**config.mk**
```make
export PLATFORM = sky130hd
export DESIGN_NAME = shift_jis_to_jis_byte_decoder
export DESIGN_NICKNAME = d
export VERILOG_FILES = /design/src/rtl/sjd_pkg.sv /design/src/rtl/sjd_front.sv /design/src/rtl/sjd_queue.sv /design/src/rtl/sjd_back.sv /design/src/rtl/shift_jis_to_jis_byte_decoder.sv
export VERILOG_INCLUDE_DIRS = /design/src /design/src/rtl
export SDC_FILE = /design/constraint.sdc
export NUM_CORES = 1
export LEC_CHECK = 0
export BUFFER_PORTS_ARGS = -buffer_cell sky130_fd_sc_hd__buf_2
export CELL_PAD_IN_SITES_DETAIL_PLACEMENT = 0
export CELL_PAD_IN_SITES_GLOBAL_PLACEMENT = 1
export CORE_MARGIN = 2
export CORE_UTILIZATION = 44
export DETAILED_ROUTE_END_ITERATION = 16
export PLACE_DENSITY = 0.82
export SETUP_SLACK_MARGIN = 0.3
export SYNTH_ARGS = -nofsm -noshare
export SYNTH_HDL_FRONTEND = slang
export SYNTH_SLANG_ARGS = --single-unit
```
**constraint.sdc**
```tcl
create_clock -name i_clk -period 2 [get_ports i_clk]
set_input_delay 0.2 -clock i_clk [delete_from_list [all_inputs] [get_ports i_clk]]
set_output_delay 0.2 -clock i_clk [all_outputs]
set_load 0.02 [all_outputs]
```
**src/rtl/shift_jis_to_jis_byte_decoder_defines.svh**
```systemverilog
// Assertion macros used by the Shift-JIS decoder RTL (sjd_back).
// Included by modules that carry concurrent checks; needs no other file.
`ifndef SHIFT_JIS_TO_JIS_BYTE_DECODER_DEFINES_SVH
`define SHIFT_JIS_TO_JIS_BYTE_DECODER_DEFINES_SVH

// Same-cycle implication, disabled while reset is held.
`define SJD_ASSERT_NOW(label, clk, rst_n, ante, cons, msg) \
    label: assert property (@(posedge clk) disable iff (!(rst_n)) (ante) |-> (cons)) \
        else $error(msg);

// Next-cycle implication, disabled while reset is held.
`define SJD_ASSERT_NEXT(label, clk, rst_n, ante, cons, msg) \
    label: assert property (@(posedge clk) disable iff (!(rst_n)) (ante) |=> (cons)) \
        else $error(msg);

`endif

```
**src/rtl/sjd_pkg.sv**
```systemverilog
// Types and constants for the Shift-JIS to JIS decoder.
// Used by sjd_front, sjd_queue, sjd_back and the top level; no dependencies.
`timescale 1ns / 1ps
`default_nettype none

package sjd_pkg;

    localparam logic [7:0] LEAD_A_LO   = 8'h81;
    localparam logic [7:0] LEAD_A_HI   = 8'h9F;
    localparam logic [7:0] LEAD_B_LO   = 8'hE0;
    localparam logic [7:0] LEAD_B_HI   = 8'hEF;
    localparam logic [7:0] LEAD_A_OFS  = 8'd112;
    localparam logic [7:0] LEAD_B_OFS  = 8'd176;
    localparam logic [7:0] TRAIL_HI_LO = 8'h9F;
    localparam logic [7:0] TRAIL_HI_OFS = 8'd126;
    localparam logic [7:0] TRAIL_LO_LO = 8'h40;
    localparam logic [7:0] TRAIL_LO_OFS = 8'd31;
    localparam logic [7:0] GAP_BYTE    = 8'h80;
    localparam logic [7:0] ERR_CODE    = 8'h7F;
    localparam logic [7:0] BOX_ROW_MASK = 8'hFC;
    localparam logic [7:0] BOX_ROW_BASE = 8'h28;

    localparam int unsigned RES_WIDTH   = 19;
    localparam int unsigned TDATA_WIDTH = 24;

    typedef enum logic [1:0] {
        TRAIL_HIGH = 2'd0,  // keeps the row
        TRAIL_LOW  = 2'd1,  // steps the row back by one
        TRAIL_ERR  = 2'd2   // illegal second byte
    } t_trail;

    // Byte after classification; fields valid for either role of the byte.
    typedef struct packed {
        logic [7:0] raw;
        logic       is_lead;
        logic [7:0] lead_row;
        t_trail     trail;
        logic [7:0] trail_col;
    } t_cls;

endpackage

`default_nettype wire

```
**src/rtl/sjd_front.sv**
```systemverilog
// Front stage: registers each incoming byte with its lead/trail classification.
// Depends on sjd_pkg.
`timescale 1ns / 1ps
`default_nettype none

module sjd_front
    import sjd_pkg::*;
(
    input  wire logic       i_clk,
    input  wire logic       i_rst_n,
    input  wire logic       i_valid,
    output logic            o_ready,
    input  wire logic [7:0] i_byte,
    output logic            o_valid,
    input  wire logic       i_ready,
    output t_cls            o_cls
);

    logic r_valid;
    t_cls r_cls;
    t_cls n_cls;
    logic lead_a;
    logic lead_b;

    always_comb begin
        lead_a = (i_byte >= LEAD_A_LO) && (i_byte <= LEAD_A_HI);
        lead_b = (i_byte >= LEAD_B_LO) && (i_byte <= LEAD_B_HI);
        n_cls.raw     = i_byte;
        n_cls.is_lead = lead_a || lead_b;
        // Provisional row is twice the offset byte, kept to eight bits
        if (lead_a) begin
            n_cls.lead_row = 8'((i_byte - LEAD_A_OFS) << 1);
        end else begin
            n_cls.lead_row = 8'((i_byte - LEAD_B_OFS) << 1);
        end
        if (i_byte >= TRAIL_HI_LO) begin
            n_cls.trail     = TRAIL_HIGH;
            n_cls.trail_col = i_byte - TRAIL_HI_OFS;
        end else if ((i_byte >= TRAIL_LO_LO) && (i_byte != ERR_CODE)) begin
            n_cls.trail = TRAIL_LOW;
            // one more off above 0x7F to close the hole left by 0x7F
            n_cls.trail_col = i_byte - TRAIL_LO_OFS - {7'd0, (i_byte >= GAP_BYTE)};
        end else begin
            n_cls.trail     = TRAIL_ERR;
            n_cls.trail_col = ERR_CODE;
        end
    end

    assign o_ready = !r_valid || i_ready;
    assign o_valid = r_valid;
    assign o_cls   = r_cls;

    always_ff @(posedge i_clk) begin
        if (!i_rst_n) begin
            r_valid <= 1'b0;
        end else if (o_ready) begin
            r_valid <= i_valid;
        end
        if (o_ready && i_valid) begin
            r_cls <= n_cls;
        end
    end

endmodule

`default_nettype wire

```
**src/rtl/sjd_queue.sv**
```systemverilog
// Two-entry queue of classified words between the front and back stages.
// Depends on sjd_pkg.
`timescale 1ns / 1ps
`default_nettype none

module sjd_queue
    import sjd_pkg::*;
(
    input  wire logic i_clk,
    input  wire logic i_rst_n,
    input  wire logic i_valid,
    output logic      o_ready,
    input  wire t_cls i_cls,
    output logic      o_valid,
    input  wire logic i_ready,
    output t_cls      o_cls
);

    localparam int unsigned DEPTH = 2;

    t_cls        r_mem [DEPTH];
    logic        r_wr_ptr;
    logic        r_rd_ptr;
    logic [1:0]  r_count;
    logic        push;
    logic        pop;

    assign o_ready = (r_count != 2'(DEPTH));
    assign o_valid = (r_count != 2'd0);
    assign o_cls   = r_mem[r_rd_ptr];
    assign push    = i_valid && o_ready;
    assign pop     = o_valid && i_ready;

    always_ff @(posedge i_clk) begin
        if (!i_rst_n) begin
            r_wr_ptr <= 1'b0;
            r_rd_ptr <= 1'b0;
            r_count  <= 2'd0;
        end else begin
            if (push) begin
                r_wr_ptr <= !r_wr_ptr;
            end
            if (pop) begin
                r_rd_ptr <= !r_rd_ptr;
            end
            if (push && !pop) begin
                r_count <= r_count + 2'd1;
            end else if (pop && !push) begin
                r_count <= r_count - 2'd1;
            end
        end
        if (push) begin
            r_mem[r_wr_ptr] <= i_cls;
        end
    end

endmodule

`default_nettype wire

```
**src/rtl/sjd_back.sv**
```systemverilog
// Back stage: holds the pending-lead state and row, forms each result word
// into an output register. Depends on sjd_pkg and the defines header.
`timescale 1ns / 1ps
`default_nettype none
`include "shift_jis_to_jis_byte_decoder_defines.svh"

module sjd_back
    import sjd_pkg::*;
(
    input  wire logic                   i_clk,
    input  wire logic                   i_rst_n,
    input  wire logic                   i_valid,
    output logic                        o_ready,
    input  wire t_cls                   i_cls,
    output logic                        o_valid,
    input  wire logic                   i_ready,
    output logic [TDATA_WIDTH-1:0]      o_data
);

    logic                  r_pend;
    logic [7:0]            r_row;
    logic                  r_valid;
    logic [RES_WIDTH-1:0]  r_res;

    logic                  take;
    logic                  n_pend;
    logic [7:0]            n_row;
    logic [7:0]            n_second;
    logic                  n_wide;
    logic                  n_done;

    assign o_ready = !r_valid || i_ready;
    assign take    = i_valid && o_ready;

    always_comb begin
        n_pend   = 1'b0;
        n_row    = r_row;
        n_second = 8'd0;
        n_wide   = 1'b0;
        n_done   = 1'b1;
        if (!r_pend) begin
            if (i_cls.is_lead) begin
                n_pend = 1'b1;
                n_row  = i_cls.lead_row;
                n_wide = 1'b1;
                n_done = 1'b0;
            end else begin
                n_row = i_cls.raw;
            end
        end else begin
            n_second = i_cls.trail_col;
            case (i_cls.trail)
                TRAIL_HIGH: n_row = r_row;
                TRAIL_LOW:  n_row = r_row - 8'd1;
                TRAIL_ERR:  n_row = ERR_CODE;
                default:    n_row = ERR_CODE;
            endcase
            // box-drawing rows are single cell
            n_wide = ((n_row & BOX_ROW_MASK) != BOX_ROW_BASE);
        end
    end

    always_ff @(posedge i_clk) begin
        if (!i_rst_n) begin
            r_pend  <= 1'b0;
            r_row   <= 8'd0;
            r_valid <= 1'b0;
        end else begin
            if (o_ready) begin
                r_valid <= i_valid;
            end
            if (take) begin
                r_pend <= n_pend;
                r_row  <= n_row;
            end
        end
        if (take) begin
            r_res <= {n_pend, n_wide, n_second, n_row, n_done};
        end
    end

    assign o_valid = r_valid;
    assign o_data  = {(TDATA_WIDTH - RES_WIDTH)'(0), r_res};

    `SJD_ASSERT_NEXT(a_lead_sets_pend, i_clk, i_rst_n, take && i_cls.is_lead && !r_pend, r_pend, "lead byte did not arm pending state")
    `SJD_ASSERT_NEXT(a_trail_clears_pend, i_clk, i_rst_n, take && r_pend, !r_pend, "trail byte left pending state set")
    `SJD_ASSERT_NOW(a_await_matches_state, i_clk, i_rst_n, r_valid && r_res[RES_WIDTH-1], r_pend && !r_res[0], "awaiting result without pending lead")

endmodule

`default_nettype wire

```
**src/rtl/shift_jis_to_jis_byte_decoder.sv**
```systemverilog
// Shift-JIS byte stream to JIS X 0208 row/column decoder, top level.
// Instantiates sjd_front, sjd_queue and sjd_back; depends on sjd_pkg.
//
// Takes one Shift-JIS byte per word and returns one result word per byte, at a
// sustained rate of one byte per clock while neither side stalls. A result
// passes through the classify register and the two-entry queue before it is
// written to the output register. The rate is set by the back stage's update
// of the pending-lead flag and JIS row, which every byte must pass in order.
// Either side may stall without stopping the other until the queue fills.
// Output tdata from bit 0 up: complete, first_code[7:0], second_code[7:0],
// double_wide, awaiting_second, five zero bits.
`timescale 1ns / 1ps
`default_nettype none

module shift_jis_to_jis_byte_decoder
    import sjd_pkg::*;
(
    input  wire logic                    i_clk,
    input  wire logic                    i_rst_n,
    input  wire logic                    i_s_axis_tvalid,
    output logic                         o_s_axis_tready,
    input  wire logic [7:0]              i_s_axis_tdata,  // byte_in[7:0]
    output logic                         o_m_axis_tvalid,
    input  wire logic                    i_m_axis_tready,
    // complete, first_code[7:0], second_code[7:0], double_wide, awaiting_second, pad
    output logic [TDATA_WIDTH-1:0]       o_m_axis_tdata
);

    logic f_valid;
    logic f_ready;
    t_cls f_cls;
    logic q_valid;
    logic q_ready;
    t_cls q_cls;

    sjd_front u_front (
        .i_clk   (i_clk),
        .i_rst_n (i_rst_n),
        .i_valid (i_s_axis_tvalid),
        .o_ready (o_s_axis_tready),
        .i_byte  (i_s_axis_tdata),
        .o_valid (f_valid),
        .i_ready (f_ready),
        .o_cls   (f_cls)
    );

    sjd_queue u_queue (
        .i_clk   (i_clk),
        .i_rst_n (i_rst_n),
        .i_valid (f_valid),
        .o_ready (f_ready),
        .i_cls   (f_cls),
        .o_valid (q_valid),
        .i_ready (q_ready),
        .o_cls   (q_cls)
    );

    sjd_back u_back (
        .i_clk   (i_clk),
        .i_rst_n (i_rst_n),
        .i_valid (q_valid),
        .o_ready (q_ready),
        .i_cls   (q_cls),
        .o_valid (o_m_axis_tvalid),
        .i_ready (i_m_axis_tready),
        .o_data  (o_m_axis_tdata)
    );

endmodule

`default_nettype wire

```
# After elaboration in Yosys (flattened, before gate mapping)
# Memories as Yosys holds them, arrays and structs flattened. A register that Yosys moved wholly into a read port is not among the register bits.
# Index checks and enable logic that the tools add are counted.
[totals]
memories = 1
in_bits = 12
elab_cells = 72
regBits = 61
output_inout_bits = 26
mem_bits_rw = 54
[mem_list]
columns = ["name", "words", "word_bits", "read_ports", "rd_ports_with_merged_regs", "wr", "line", "source"]
rows = [
  ["u_queue.r_mem", 2, 27, 1, 1, 1, "sjd_queue.sv:21", "t_cls r_mem [DEPTH];"],
]
[op_classes]
magnitude_cmp = 7
reduce_logical = 20
addsub = 8
eq_ne = 4
muxes = 17
[ops]
columns = ["cell", "count"]
rows = [
  ["8-bit 2-to-1 mux", 5],
  ["8-bit greater-or-equal comparator, second input constant", 4],
  ["8-bit less-or-equal comparator, second input constant", 2],
  ["8-bit one-hot mux with 2 select lines", 1],
  ["10-bit 2-to-1 mux", 1],
  ["8-bit by 7-bit greater-or-equal comparator with 1-bit output, second input constant", 1],
  ["1-bit logical AND", 8],
  ["1-bit 2-to-1 mux", 8],
  ["8-bit by 7-bit != test with 1-bit output, second input constant", 1],
  ["8-bit by 1-bit subtractor with 8-bit output", 1],
  ["8-bit by 1-bit subtractor with 8-bit output, second input constant", 1],
  ["8-bit by 5-bit subtractor with 8-bit output, second input constant", 1],
  ["8-bit by 7-bit subtractor with 8-bit output, second input constant", 1],
  ["7-bit by 6-bit subtractor with 7-bit output, second input constant", 1],
  ["7-bit subtractor, second input constant", 1],
  ["1-bit logical NOT", 6],
  ["6-bit by 4-bit != test with 1-bit output, second input constant", 1],
  ["2-bit 2-to-1 mux", 2],
  ["2-bit nonzero test", 2],
  ["1-bit logical OR", 3],
  ["2-bit by 1-bit adder with 2-bit output, second input constant", 1],
  ["2-bit by 1-bit equality test with 1-bit output, second input constant", 1],
  ["2-bit logical NOT", 1],
  ["2-bit != test, second input constant", 1],
  ["2-bit by 1-bit subtractor with 2-bit output, second input constant", 1],
]

# Depth between registers and ports, before layout
[depth]
depth_word = 6
mapped_depth = 10
ltp_nobuf = 10

# By module
# Synthesis repeated with hierarchy kept, for this count alone.
[unflattened]
hier_cells = 377
area_unflattened_um2 = 5173.7
[modules_own_cells]
columns = ["mod", "instances", "cells_each", "seq_area_each_um2", "area_per_inst_um2"]
rows = [
  ["sjd_queue", 1, 108, 1721.7, 2188.3],
  ["sjd_back", 1, 158, 770.7, 1627.8],
  ["sjd_front", 1, 111, 680.7, 1357.6],
]

# Worst setup path before layout
# OpenSTA, ideal clock, no wires.
[synth_timing]
path_kind = "reg2reg"
from = "register u_queue.r_count[0]"
to = "memory u_queue.r_mem[0][0] in the netlist's numbering, enable pin"
stages_incl_launch_ff = 4
required_time_ns = 1.598
synth_period_minus_slack_ns = 1.975
arrival_ns = 1.573
setup_time_ns = 0.402
n_path_buf = 0
path_slack_ns = 0.025
cell_sequence = "dfxtp_1 -> nand2b_1 -> nand2_1 -> nor2_1"
[synth_between]
elab_chain_len = 4
[synth_rtl]
columns = ["item", "line", "source"]
rows = [
  ["from (decl)", "sjd_queue.sv:24", "logic [1:0] r_count;"],
  ["from (signal assigned)", "sjd_queue.sv:47", "r_count <= r_count + 2'd1;"],
  ["from (signal assigned)", "sjd_queue.sv:49", "r_count <= r_count - 2'd1;"],
  ["2-bit != test", "sjd_queue.sv:28", "assign o_ready = (r_count != 2'(DEPTH));"],
  ["1-bit logical AND", "sjd_queue.sv:31", "assign push = i_valid && o_ready;"],
  ["1-bit 2-to-1 mux", "sjd_queue.sv:52", "if (push) begin"],
  ["1-bit 2-to-1 mux (not written as such)", "sjd_queue.sv:53", "r_mem[r_wr_ptr] <= i_cls;"],
  ["to (decl)", "sjd_queue.sv:21", ""],
]
# Every way passes these cells.

==> results.yml <==
global_route:
  grt_pass1_vias: 2712
  antenna_found_initial: 0
  grt_pass1_wl_um: 13100
  grt_usage: 0.148
  overflow: 0
  grt_max_degree: 24
placement:
  dp_cells: 525
  hpwl_um: 5740
  portBuffers: 32
  dpl-instance-area_um2: 5040
  gp_congestion: 0.854
  pre_cts_slack_ns: 0.122
timing:
  drv_slew: 0
  fin_skew_ns: 0.0124
  fmax_ghz: 0.620
  period_share: 0.806
  rsz0062_at_grt: "yes"
  fin_crit_ns: 1.61
  tns_ns: 0
  setup_ws_ns: 0.387
  setup_viol_count_final: 0
  hold_viol: 0
floorplanning:
  core_area_um2: 10200
  num_io_pins: 38
  die_x_um: 106
  die_h_um: 106
  die-area_um2: 11300
  rows: 37
  initial_utilization: 0.450
clocking:
  cts-htree-levels: 3
  cts_hold_buf: 0
  cts_sinks: 101
  root_buffer: "clkbuf_8"
  max-clock-path-buffers: 2
  cts_tree: "built"
  path_clk_slew_ns: 0.10
  clk_latency_ns: 0.37
  cts_inserted_buffers: 9
synthesis:
  synth_cell_types: 58
  ys.flop_type: "edfxtp_1"
  yosysTopAreaCellShare: 0.554
  yosysTopAreaCell: "edfxtp_1"
  synthTopCellsByArea: "edfxtp_1 55%, dfxtp_1 7.0%, ha_1 5.2%"
  async_flop_share: 0
  ys_ff_latch: 101
  syn_inst: 351
  yosys_warnings: 0
  avgSynthCellArea_um2: 13.1
  yosysSeqAreaShare: 0.623
  synth_area_um2: 4610
  synth_edf_count: 85
route:
  viasPerCell: 5.05
  routedWlPerCell_um: 14.6
  antenna_left: 0
  dr.pass1.iters: 4
  num_vias: 2736
  drtIter0Drc: 130
  drc_errors: 0
  routed_wirelength_um: 7940
finish:
  nNetsFinal: 432
  drive_above_1_share: 0.251
  antenna_cells: 0
  final_cells: 542
  design_area_um2: 5260
  ff_latch_area_um2: 2880
  fin_util: 0.514
  area_growth_pct: 14.1
  nFillCells: 857
  multi_input_area_um2: 1640
power_and_ir_drop:
  p_leak_nw: 1.97
  peakVddDrop_mv: 0.508
  powerDensity_nw_per_um2: 1240
worst_hold_path:
  hold_class: "input pin to register"
setup_path:
  path_class: "register to register"
  critPathRequiredTime_ns: 2.26
  cp-start-kind: "register"
  cp_max_fo: 8
  cp-end-kind: "register"
  worstPathArrival_ns: 1.88
run_status:
  status: "finished clean"
run:
  maxCapViolCount: 0
==> path summary, 6_finish.rpt <==
check                                        from                   end  slack (ns)  depth (start not counted)
worst max-delay path                     register       u_back.r_row[5]        0.39                          5
worst min register to register  u_front.o_cls[21]  u_queue.r_mem[0][21]        0.45                          0
worst max register to register           register       u_back.r_row[5]        0.39                          5
worst min-delay path              i_s_axis_tvalid       u_front.o_valid        0.08                          3
==> state kept, by name (all words and copies together), names as in the netlist, named ones only <==
signal,count
u_queue.r_mem,44
u_back.r_row,8
u_back.o_valid,1
u_queue.r_count,2
u_front.o_cls,22
u_queue.r_rd_ptr,1
u_queue.r_wr_ptr,1
u_front.o_valid,1
u_back.r_pend,1
u_back.r_res,19
==> synthesized netlist by cell type, types with 3 or more instances <==
library cell   n
xor2_1         5
o21bai_1       3
nor2_1        24
buf_4          6
nor3_1         6
and2_1         8
edfxtp_1      85
xnor2_1       11
nor2b_1        4
nand2b_1       3
mux2i_1       17
nand2_1       21
o21ai_0        9
a21boi_0       3
a22oi_1        3
ha_1          19
buf_2          6
a21oi_1       18
and3_1         3
nand4_1        4
inv_1         19
a211oi_1       3
mux2_2         7
buf_6          3
a31oi_1        3
dfxtp_1       16
==> placed cells by master, fill, tap and decap left out, types with 4 or more instances in the layout <==
master / count
a21oi_1: 17
and2_1: 8
buf_2: 32
buf_4: 20
clkbuf_8: 9
conb_1: 5
dfxtp_1: 12
edfxtp_1: 85
ha_1: 15
ha_4: 4
inv_1: 17
mux2_2: 7
mux2i_1: 16
nand2_1: 21
nand4_1: 4
nor2_1: 23
nor2b_1: 4
nor3_1: 5
o21ai_0: 9
xnor2_1: 11
xor2_1: 5
==> layout make-up <==
class	count	share of cell area
clock buffers	10	0.0243
clock inverters	6	0.0102
repair buffers	52	0.0590
inverters	20	0.0150
flip-flops and latches	101	0.548
multi-input cells	217	0.311
well taps	136	0.0324
==> worst max-delay path, cell delays in order, from the launching register on <==
cell and delay, ns:
dfxtp_4 0.42, buf_4 0.16, mux2_2 0.36, a221oi_4 0.28, o221ai_1 0.14, and2_1 0.16
==> layer usage <==
layer  routed length (um)  global-route usage
met5                    0                   0
met4                   98              0.0611
met3                  264              0.0313
met2                 3860               0.241
met1                 3720               0.194
==> power breakdown <==
part           switching (mW)  internal, mW  leakage, nW
registers               0.246          2.82        0.934
clock network           0.715         0.477       0.0898
logic                    1.31         0.943        0.943
==> metrics by stage <==
stage	hold slack, ns	power [mW]
3_5_place_dp	0.433	5.31
3_3_place_gp	0.422	5.25
2_1_floorplan	0.299	4.72
5_1_grt	0.0667	6.91
4_1_cts	0.0530	6.51
6_report	0.0752	6.51
==> logic make-up after synthesis <==
kind of cell / count (synthesis) / share of synthesized area
AOI/OAI and AO/OA: 67 / 0.103
buffers and inverters: 37 / 0.0415
adders and majority gates: 19 / 0.0516
other: 1 / 0.000814
and+or+nand+nor: 85 / 0.0915
xor gates and xnor gates: 16 / 0.0304
muxes: 25 / 0.0573
DFF: 101 / 0.623
==> what timing repair did <==
item,in CTS,in global routing
buffers inserted,0,1
gates resized for setup,3,5
setup endpoints to repair,12,14
pin swaps,0,0
(Power assumes the default switching activity.)
